--- src/hw/rtl/fdm_pkg.sv ---
package fdm_pkg;

   // result kinds carried on rsp_tuser
   localparam logic [1:0] STATUS_NONE  = 2'd0;
   localparam logic [1:0] STATUS_MATCH = 2'd1;
   localparam logic [1:0] STATUS_END   = 2'd2;

   // directory entry markers
   localparam logic [7:0] END_MARK     = 8'h00;
   localparam logic [7:0] DELETED_MARK = 8'hE5;
   localparam logic [7:0] LFN_ATTR     = 8'h0F;
   localparam logic [7:0] VOLID_BIT    = 8'h08;

   // byte positions within a 32-byte entry
   localparam logic [4:0] POS_NAME_LAST = 5'd10;
   localparam logic [4:0] POS_ATTR      = 5'd11;
   localparam logic [4:0] POS_CLUS_HI0  = 5'd20;
   localparam logic [4:0] POS_CLUS_HI1  = 5'd21;
   localparam logic [4:0] POS_CLUS_LO0  = 5'd26;
   localparam logic [4:0] POS_CLUS_LO1  = 5'd27;
   localparam logic [4:0] POS_SIZE0     = 5'd28;
   localparam logic [4:0] POS_SIZE1     = 5'd29;
   localparam logic [4:0] POS_SIZE2     = 5'd30;
   localparam logic [4:0] POS_LAST      = 5'd31;

   localparam int unsigned NAME_CHARS = 11;

   // configuration register indexes
   localparam logic CSR_TARGET_NAME = 1'b0;
   localparam logic CSR_TARGET_EXT  = 1'b1;

   localparam logic [63:0] TARGET_NAME_RESET = 64'h2020202020202020;
   localparam logic [23:0] TARGET_EXT_RESET  = 24'h202020;

   typedef struct packed {
      logic        fire;
      logic [1:0]  status;
      logic [31:0] first_cluster;
      logic [31:0] entry_size;
   } fdm_result_type;

endpackage

--- src/hw/rtl/fdm_entry_parser.sv ---
module fdm_entry_parser (
   input  logic                   clock,
   input  logic                   reset,
   input  logic                   step,
   input  logic [7:0]             dir_byte,
   input  logic                   restart,
   input  logic [63:0]            target_name,
   input  logic [23:0]            target_ext,
   output fdm_pkg::fdm_result_type result
);
   import fdm_pkg::*;

   logic [4:0]  byte_pos_ff, byte_pos_in;
   logic        name_equal_ff, name_equal_in;
   logic        skip_entry_ff, skip_entry_in;
   logic        search_done_ff, search_done_in;
   logic [15:0] cluster_high_ff, cluster_high_in;
   logic [15:0] cluster_low_ff, cluster_low_in;
   logic [31:0] size_ff, size_in;

   logic [4:0]  pos;
   logic        name_eq_cur;
   logic        skip_cur;
   logic        done_cur;
   logic [7:0]  tchar [NAME_CHARS];
   logic [7:0]  tchar_sel;
   logic [87:0] target_all;
   logic        is_end;
   logic        is_match;

   assign target_all = {target_name, target_ext};

   // restart clears position, skip and done and sets name-equal before the byte is taken
   assign pos         = restart ? 5'd0 : byte_pos_ff;
   assign name_eq_cur = restart ? 1'b1 : name_equal_ff;
   assign skip_cur    = restart ? 1'b0 : skip_entry_ff;
   assign done_cur    = restart ? 1'b0 : search_done_ff;

   always_comb begin
      for (int i = 0; i < NAME_CHARS; i++) begin
         tchar[i] = target_all[8*(NAME_CHARS-1-i) +: 8];
      end
      tchar_sel = 8'h00;
      for (int i = 0; i < NAME_CHARS; i++) begin
         if (pos == 5'(i)) tchar_sel = tchar[i];
      end
   end

   always_comb begin
      byte_pos_in     = pos;
      name_equal_in   = name_eq_cur;
      skip_entry_in   = skip_cur;
      search_done_in  = done_cur;
      cluster_high_in = cluster_high_ff;
      cluster_low_in  = cluster_low_ff;
      size_in         = size_ff;
      is_end          = 1'b0;
      is_match        = 1'b0;

      if (!done_cur) begin
         if (pos == 5'd0 && dir_byte == END_MARK) begin
            is_end         = 1'b1;
            search_done_in = 1'b1;
         end else begin
            if (pos == 5'd0 && dir_byte == DELETED_MARK) skip_entry_in = 1'b1;
            if (pos <= POS_NAME_LAST) begin
               if (dir_byte != tchar_sel) name_equal_in = 1'b0;
            end
            unique case (pos)
               POS_ATTR: begin
                  if (dir_byte == LFN_ATTR || (dir_byte & VOLID_BIT) != 8'h00)
                     skip_entry_in = 1'b1;
               end
               POS_CLUS_HI0: cluster_high_in[7:0]  = dir_byte;
               POS_CLUS_HI1: cluster_high_in[15:8] = dir_byte;
               POS_CLUS_LO0: cluster_low_in[7:0]   = dir_byte;
               POS_CLUS_LO1: cluster_low_in[15:8]  = dir_byte;
               POS_SIZE0:    size_in[7:0]          = dir_byte;
               POS_SIZE1:    size_in[15:8]         = dir_byte;
               POS_SIZE2:    size_in[23:16]        = dir_byte;
               POS_LAST:     size_in[31:24]        = dir_byte;
               default: ;
            endcase
            if (pos == POS_LAST) begin
               is_match       = name_equal_in && !skip_entry_in;
               search_done_in = is_match;
               byte_pos_in    = 5'd0;
               name_equal_in  = 1'b1;
               skip_entry_in  = 1'b0;
            end else begin
               byte_pos_in = pos + 5'd1;
            end
         end
      end
   end

   always_comb begin
      result.fire          = !done_cur && (is_end || pos == POS_LAST);
      result.status        = is_end ? STATUS_END : (is_match ? STATUS_MATCH : STATUS_NONE);
      result.first_cluster = is_match ? {cluster_high_ff, cluster_low_ff} : 32'd0;
      result.entry_size    = is_match ? size_in : 32'd0;
   end

   always_ff @(posedge clock) begin
      if (reset) begin
         byte_pos_ff    <= 5'd0;
         name_equal_ff  <= 1'b1;
         skip_entry_ff  <= 1'b0;
         search_done_ff <= 1'b0;
      end else if (step) begin
         byte_pos_ff    <= byte_pos_in;
         name_equal_ff  <= name_equal_in;
         skip_entry_ff  <= skip_entry_in;
         search_done_ff <= search_done_in;
      end
   end

   // cluster and size bytes are rewritten in every entry before use
   always_ff @(posedge clock) begin
      if (step) begin
         cluster_high_ff <= cluster_high_in;
         cluster_low_ff  <= cluster_low_in;
         size_ff         <= size_in;
      end
   end

endmodule

--- src/hw/rtl/fat_dir_entry_matcher.sv ---
// a result word passes the input stage register and the output register before rsp_tvalid
// throughput: one directory byte per cycle unless stalled, set by the single-pass parser
// an output register decouples the two sides, so bytes without a result keep flowing
// while a result waits; a byte that gives a result stalls until the waiting word is taken
// reset (synchronous, active high) clears position, skip flag, done and both pipeline
// valids, sets name-equal, and loads the target name and extension with spaces
module fat_dir_entry_matcher (
   input  logic        clock,
   input  logic        reset,
   input  logic        req_tvalid,
   output logic        req_tready,
   input  logic [7:0]  req_tdata,   // [7:0] dir_byte
   input  logic        req_tuser,   // [0] restart
   output logic        rsp_tvalid,
   input  logic        rsp_tready,
   output logic [63:0] rsp_tdata,   // [31:0] first_cluster, [63:32] entry_size
   output logic [1:0]  rsp_tuser,   // [1:0] status
   input  logic        csr_we,
   input  logic        csr_index,
   input  logic [63:0] csr_wdata
);
   import fdm_pkg::*;

   logic [63:0] target_name_ff;
   logic [23:0] target_ext_ff;

   logic        s1_valid_ff;
   logic [7:0]  s1_byte_ff;
   logic        s1_restart_ff;

   logic        out_valid_ff;
   logic [1:0]  out_status_ff;
   logic [31:0] out_cluster_ff;
   logic [31:0] out_size_ff;

   fdm_result_type result;
   logic           advance;
   logic           req_accept;

   always_ff @(posedge clock) begin
      if (reset) begin
         target_name_ff <= TARGET_NAME_RESET;
         target_ext_ff  <= TARGET_EXT_RESET;
      end else if (csr_we) begin
         unique case (csr_index)
            CSR_TARGET_NAME: target_name_ff <= csr_wdata;
            CSR_TARGET_EXT:  target_ext_ff  <= csr_wdata[23:0];
         endcase
      end
   end

   fdm_entry_parser u_parser (
      .clock       (clock),
      .reset       (reset),
      .step        (advance),
      .dir_byte    (s1_byte_ff),
      .restart     (s1_restart_ff),
      .target_name (target_name_ff),
      .target_ext  (target_ext_ff),
      .result      (result)
   );

   // a byte without a result never waits on the output side
   assign advance    = s1_valid_ff && (!result.fire || !out_valid_ff || rsp_tready);
   assign req_tready = !s1_valid_ff || advance;
   assign req_accept = req_tvalid && req_tready;

   always_ff @(posedge clock) begin
      if (reset) begin
         s1_valid_ff <= 1'b0;
      end else if (req_tready) begin
         s1_valid_ff <= req_tvalid;
      end
   end

   always_ff @(posedge clock) begin
      if (req_accept) begin
         s1_byte_ff    <= req_tdata;
         s1_restart_ff <= req_tuser;
      end
   end

   always_ff @(posedge clock) begin
      if (reset) begin
         out_valid_ff <= 1'b0;
      end else if (advance && result.fire) begin
         out_valid_ff <= 1'b1;
      end else if (rsp_tready) begin
         out_valid_ff <= 1'b0;
      end
   end

   always_ff @(posedge clock) begin
      if (advance && result.fire) begin
         out_status_ff  <= result.status;
         out_cluster_ff <= result.first_cluster;
         out_size_ff    <= result.entry_size;
      end
   end

   assign rsp_tvalid = out_valid_ff;
   assign rsp_tdata  = {out_size_ff, out_cluster_ff};
   assign rsp_tuser  = out_status_ff;

`ifndef NO_ASSERTIONS
   a_status_code: assert property (@(posedge clock) disable iff (reset)
      rsp_tvalid |-> (rsp_tuser == STATUS_NONE || rsp_tuser == STATUS_MATCH ||
                      rsp_tuser == STATUS_END))
      else $error("undefined result status");

   a_nonmatch_zero: assert property (@(posedge clock) disable iff (reset)
      (rsp_tvalid && rsp_tuser != STATUS_MATCH) |-> (rsp_tdata == 64'd0))
      else $error("cluster or size not cleared on non-match");

   a_stage_hold: assert property (@(posedge clock) disable iff (reset)
      (s1_valid_ff && !advance) |=> (s1_valid_ff && $stable(s1_byte_ff)))
      else $error("stalled byte lost from input stage");

   a_result_slot: assert property (@(posedge clock) disable iff (reset)
      (advance && result.fire) |-> (!out_valid_ff || rsp_tready))
      else $error("result overwrote a word still waiting");
`endif

endmodule
--- config.mk ---
export PLATFORM = sky130hd
export DESIGN_NAME = fat_dir_entry_matcher
export DESIGN_NICKNAME = d
export VERILOG_FILES = /design/src/hw/rtl/fdm_pkg.sv /design/src/hw/rtl/fdm_entry_parser.sv /design/src/hw/rtl/fat_dir_entry_matcher.sv
export SDC_FILE = /design/constraint.sdc
export NUM_CORES = 1
export LEC_CHECK = 0
export ABC_AREA = 1
export ABC_CLOCK_PERIOD_IN_PS = 4700
export BUFFER_PORTS_ARGS = -buffer_cell sky130_fd_sc_hd__buf_2
export CAP_MARGIN = 20
export CORE_ASPECT_RATIO = 1.4
export CORE_MARGIN = 2
export CORE_UTILIZATION = 30
export DETAILED_ROUTE_END_ITERATION = 16
export HOLD_SLACK_MARGIN = 0.06
export MAX_ROUTING_LAYER = met4
export PLACE_DENSITY_LB_ADDON = 0.1
export SYNTH_ARGS = -nofsm -noshare
export SYNTH_HDL_FRONTEND = slang
export SYNTH_SLANG_ARGS = --single-unit
--- constraint.sdc ---
create_clock -name clock -period 4.7 [get_ports clock]
set_input_delay 0.705 -clock clock [delete_from_list [all_inputs] [get_ports clock]]
set_output_delay 0.705 -clock clock [all_outputs]
set_load 0.01 [all_outputs]
# Word level (Yosys, flattened, before mapping)
# Index checks and enable logic that the tools add are counted.
# word_totals
regBits	237
input_bits	79
out_inout_bits	68
wordCells	120
# classes
add_sub_neg	1
order_cmp	1
eq_ne	22
n_mux	49
n_bitwise	3
reduce_logical	26
# op_table
cell	count
8-bit 2-to-1 mux	15
32-bit 2-to-1 mux	2
5-bit equality test, second input constant	8
1-bit 2-to-1 mux	28
5-bit by 3-bit equality test with 1-bit output, second input constant	4
5-bit by 4-bit equality test with 1-bit output, second input constant	4
5-bit 2-to-1 mux	4
4-bit AND reduction	4
5-bit by 2-bit equality test with 1-bit output, second input constant	2
8-bit by 4-bit equality test with 1-bit output, second input constant	1
8-bit equality test, second input constant	1
8-bit zero test	1
8-bit != test	1
1-bit logical AND	7
5-bit by 1-bit adder with 5-bit output, second input constant	1
5-bit by 1-bit equality test with 1-bit output, second input constant	1
5-bit by 4-bit less-or-equal comparator with 1-bit output, second input constant	1
1-bit zero test	5
5-bit zero test	1
1-bit logical OR	5
2-bit AND reduction	2
1-bit NOT	3
2-bit nonzero test	1

# Logic depth before layout (Yosys ltp)
# depth
word_depth	23
depth_mapped	29
mapped_depth_nobuf	29

# Hierarchy
# From an unflattened synthesis, not the netlist that was laid out.
# unflattened
cells_unflattened	1177
area_unflattened_um2	10430.0
# modules_own_cells
mod	instances	cells_each	area_each_um2	seq_area_each_um2
fat_dir_entry_matcher	1	476	5432.7	4053.9
fdm_entry_parser	1	701	4997.3	2082.0

# Worst setup path before layout
# Ideal clock, no wire load.
# synth_timing
path_kind	flip-flop to flip-flop
start	reg s1_restart_ff
end	reg out_cluster_ff[0] (enable)
setup_time_ps	553
arrival_time_ps	3244
t_required_ps	4147
setup_slack_ps	904
path_stages_with_launch	13
n_path_buf	0
period_less_slack_ps	3796
path_cell_list	edfxtp_1 nor2_2 inv_1 ha_1 nand2_1 nor2_2 nand3_1 a21oi_1 nand2_1 nand2_1 clkinv_1 nand2_1 inv_1
# synth_between
elab_chain_len	12
word_cells_on_any_way	15
cone_classes	1 x eq/ne; 4 x mux; 10 x reduce/logical
# synth_lines
element	line_no	rtl
start: declaration	fat_dir_entry_matcher.sv:29	logic s1_restart_ff;
start signal: assignment	fat_dir_entry_matcher.sv:79	s1_restart_ff <= req_tuser;
5-bit 2-to-1 mux	fdm_entry_parser.sv:34	assign pos = restart ? 5'd0 : byte_pos_ff;
5-bit zero test	fdm_entry_parser.sv:61	if (pos == 5'd0 && dir_byte == END_MARK) begin
1-bit logical AND	fdm_entry_parser.sv:61	
1-bit 2-to-1 mux	fdm_entry_parser.sv:61	
1-bit 2-to-1 mux	fdm_entry_parser.sv:60	if (!done_cur) begin
1-bit logical OR	fdm_entry_parser.sv:98	result.fire = !done_cur && (is_end || pos == POS_LAST);
1-bit logical AND (*)	fdm_entry_parser.sv:98	
1-bit zero test (*)	fat_dir_entry_matcher.sv:64	assign advance = s1_valid_ff && (!result.fire || !out_valid_ff || rsp_tready);
1-bit logical OR (*) (2 in series)	fat_dir_entry_matcher.sv:64	
1-bit logical AND (*)	fat_dir_entry_matcher.sv:64	
net advance	fat_dir_entry_matcher.sv:37	logic advance;
1-bit logical AND (*)	fat_dir_entry_matcher.sv:94	if (advance && result.fire) begin
end signal: assignment	fat_dir_entry_matcher.sv:96	out_cluster_ff <= result.first_cluster;
end: declaration	fat_dir_entry_matcher.sv:33	logic [31:0] out_cluster_ff;
# The timed path passes the listed nets; every way through them passes the cells marked *.
# A chain may end at the register's enable or synchronous reset.

# Worst setup path after layout
# layout_timing
start	reg s1_restart_ff
end	reg out_size_ff[18] (data pin)
# layout_between
elab_chain_len	22
word_cells_on_any_way	50
cone_classes	1 x order compare; 14 x eq/ne; 30 x mux; 5 x reduce/logical
# layout_lines
element	line_no	rtl
5-bit 2-to-1 mux	fdm_entry_parser.sv:34	
5-bit zero test	fdm_entry_parser.sv:45, fdm_entry_parser.sv:61, fdm_entry_parser.sv:65	
8-bit 2-to-1 mux (11 in series)	fdm_entry_parser.sv:45	if (pos == 5'(i)) tchar_sel = tchar[i];
8-bit != test	fdm_entry_parser.sv:67	if (dir_byte != tchar_sel) name_equal_in = 1'b0;
1-bit 2-to-1 mux	fdm_entry_parser.sv:67	
1-bit 2-to-1 mux	fdm_entry_parser.sv:66	if (pos <= POS_NAME_LAST) begin
1-bit 2-to-1 mux	fdm_entry_parser.sv:61	
1-bit 2-to-1 mux	fdm_entry_parser.sv:60	
1-bit logical AND	fdm_entry_parser.sv:85	is_match = name_equal_in && !skip_entry_in;
1-bit 2-to-1 mux	fdm_entry_parser.sv:84	if (pos == POS_LAST) begin
1-bit 2-to-1 mux	fdm_entry_parser.sv:61	
1-bit 2-to-1 mux	fdm_entry_parser.sv:60	
end signal: assignment	fat_dir_entry_matcher.sv:97	out_size_ff <= result.entry_size;
end: declaration	fat_dir_entry_matcher.sv:34	logic [31:0] out_size_ff;
# Parallel ways exist; a longest one is shown, timed or not. The select of a mux whose other input is x is not followed.

==> flow_metrics.tcl <==
set metrics [dict create \
    finalCritPeriodShare_pct 91.2 \
    row_count 81 \
    yosys-top-cells-count "nor2_1 (204), nand2_1 (195), inv_1 (168)" \
    nNetsFinal 1425 \
    syn2layout_area_growth_pct 18.9 \
    post-cts-setup-buffers 0 \
    fillers 3726 \
    maxCapViolations 0 \
    async_flop_share_pct 0 \
    initial_utilization_pct 30.5 \
    path_class "flop to flop" \
    ys.warnings.count 0 \
    synth_top_area_share_pct 39.0 \
    clk_latency_ns 0.54 \
    dp_hpwl_um 20500 \
    setup_tns_ns 0 \
    grt.overflow.total 0 \
    setup-violations-final 0 \
    drive_gt1_share_pct 22.1 \
    worstPathRequired_ns 5.09 \
    slew_viol_final 0 \
    ant_nets 0 \
    rsz0062_at_grt "no" \
    syn_nets 1277 \
    synth_edf_count 139 \
    first_iter_violations 480 \
    final_cells 1816 \
    seq_area_mm2 0.00614 \
    synth_ff_type "edfxtp_1" \
    cts_hold_buf 0 \
    netlist_area_mm2 0.0107 \
    crit_path_start "s1_restart_ff" \
    synth_most_common_cell "nor2_1" \
    path_cells "inv_2 > nand2_2 > nor2_2 > nand2_1 > inv_1 > nand2_1 > nand2_1 > inv_1 > nand3_1 > nand2_1 > nand2_1 > nand2_1 > nand2_1 > nand2_1 > nand2_1 > nand3_1 > nand2_1 > nand3_1 > nor2_1 > nand2_1 > nand2_2 > nand4_4 > buf_4 > nor2_4" \
    cts_resized 0 \
    cellPowerDensity_mw_per_mm2 360 \
    reg2reg_from "s1_restart_ff" \
    seq_area_frac_synth_pct 57.4 \
    synth_area_per_cell_um2 8.95 \
    hold_violations 0 \
    layout_min_cycle_time_ns 4.28 \
    startpoint_type "flop" \
    dieWidth_um 164 \
    slew_headroom_pct 31.0 \
    via_per_inst 4.40 \
    drcViolationCount 0 \
    cp_num_buf_inv 4 \
    tightest_slew_ns 1.03 \
    r2r_end "out_size_ff[18]" \
    crit_path_top_delay_cell "nor2_2" \
    grt_pass1_wl_um 44900 \
    worstPathMaxFanout 13 \
    dpl_cell_area_mm2 0.0119 \
    fin_util_pct 36.3 \
    port_buffers 146 \
    place_congestion 0.812 \
    synth_area_leaders "edfxtp_1 (39%), dfxtp_1 (18%), nor2_1 (7.2%)" \
    cp_top_family "simple AND/OR/NAND/NOR gates" \
    wl_per_cell_um 15.9 \
    cp-end-kind "flop" \
    cts_buffers 25 \
    n_antenna_cell 0 \
    yosysUniqueCellTypes 35 \
    yosysTopAreaCell "edfxtp_1" \
    synth_seq_cells 237 \
    io_pins 147 \
    slowest_delay_ns 0.52 \
    rr_worst_depth 24 \
    r2r_slack_ns 0.42 \
    clock_sinks 237 \
    outcome "finished, final reports clean" \
    h-tree-depth 1 \
    vias 7995 \
    grt_max_degree 65 \
    grt_pass1_vias 7900 \
    max_freq_mhz 233 \
    cts_tree "done" \
    cpMostUsedCell "nand2_1" \
    clock_tree.buffer_depth 3 \
    clkTransAtPathRegs_ns 0.06 \
    track_usage_pct 16.1 \
    coreArea_mm2 0.0351 \
    multiInputGateArea_mm2 0.00361 \
    dr.pass1.iters 5 \
    hold_path_class "input port to flop" \
    dpl.cell_count 1772 \
    path_depth 24 \
    root_buffer "clkbuf_16" \
    stdcell_area_mm2 0.0127 \
    critPathArrivalTime_ns 4.67 \
    cp-endpoint "out_size_ff[18]" \
    synthCells 1195 \
    fp.dieArea_mm2 0.0372 \
    p_leak_nw 5.66 \
    antenna_found_initial 0 \
    skew_ns 0.0197 \
    vdd_drop_max_v 0.000220 \
    die_h_um 227 \
    wl_um 28800 \
]
-- layer usage --
metal,global-route usage [%],vias to the layer above,share of wire [%]
met5,-,-,0
met4,4.95,0,2.6
met3,1.89,38,3.9
met2,27.8,188,50
met1,19.6,3649,43
li1,-,4120,-
-- metrics by stage --
stage               setup WS [ns]  power [W]  hold WS, ns
floorplan                   0.904    0.00251        0.421
global placement            0.430    0.00266        0.443
detailed placement          0.424    0.00266        0.448
CTS                         0.394    0.00466        0.351
global route               0.0366    0.00478        0.351
finish                      0.415    0.00458        0.373
-- power by group --
group | leakage [nW] | switching, W | internal, W
Sequential | 2.14 | 0.0000539 | 0.00225
Clock | 0.400 | 0.000804 | 0.00117
Combinational | 3.11 | 0.000204 | 0.000102
Total | 5.66 | 0.00106 | 0.00352
-- kinds of logic (layout without fill, tap and decap cells) --
family / Yosys count / after routing / share of synthesized area, %
AOI/OAI and AO/OA: 162 / 162 / 7.92
xor gates and xnor gates: 1 / 1 / 0.0819
adders and majority gates: 3 / 3 / 0.351
buffers and inverters: 229 / 394 / 9.05
DFF: 237 / 237 / 57.3
and+or+nand+nor: 563 / 563 / 25.2
-- layout by cell type (no fill, tap or decap), types with 2 or more instances in the layout --
cell	n
nor2_1	203
nand2_1	195
inv_1	167
buf_2	146
edfxtp_1	139
o21ai_0	121
dfxtp_1	98
nand3_1	67
nor2_4	51
clkbuf_16	25
buf_4	19
or2_2	17
a21oi_1	16
o22ai_1	16
inv_2	11
nor2_2	7
nand2_2	6
nor3_1	6
clkinv_1	6
clkbuf_1	5
clkbuf_8	5
nor4_1	3
o211ai_1	3
ha_1	3
clkbuf_2	3
nand2_4	2
or2_0	2
nand3b_1	2
o21ai_1	2
a31oi_1	2
bufinv_16	2
clkinv_2	2
-- worst register-to-register path: cells and delay by family (launching register included) --
kind | cells | cell delay, ns
buf+inv | 4 | 0.92
flops | 1 | 0.50
simple gates | 20 | 2.73
-- flip-flops by register name, indices dropped and copies added, names as in the netlist --
register	count
u_parser.cluster_low_ff	16
s1_restart_ff	1
out_size_ff	32
u_parser.cluster_high_ff	16
u_parser.search_done_ff	1
target_ext_ff	24
out_cluster_ff	32
u_parser.byte_pos_ff	5
u_parser.skip_entry_ff	1
s1_byte_ff	8
rsp_tvalid	1
u_parser.size_ff	32
s1_valid_ff	1
rsp_tuser	2
target_name_ff	64
u_parser.name_equal_ff	1
-- how the worst min path moves through the flow --
| stage | startpoint | endpoint | slack (ns) | depth (start not counted) |
|---|---|---|---|---|
| after detailed placement | target_name_ff[5] | target_name_ff[5] | 0.45 | 2 |
| after global placement | target_name_ff[37] | target_name_ff[37] | 0.44 | 2 |
| after floorplan | target_name_ff[5] | target_name_ff[5] | 0.42 | 2 |
| after global routing | req_tdata[5] | s1_byte_ff[5] | 0.35 | 1 |
| final | req_tdata[5] | s1_byte_ff[5] | 0.37 | 1 |
| after CTS | req_tdata[5] | s1_byte_ff[5] | 0.35 | 1 |
-- layout make-up --
type | count | share of cell area, %
tap | 456 | 4.49
clock inverter | 6 | 0.640
multi-input combinational | 729 | 28.4
inverter | 184 | 5.47
timing repair buffer | 166 | 7.03
clock buffer | 38 | 5.73
sequential | 237 | 48.3
(Power assumes the default switching activity.)
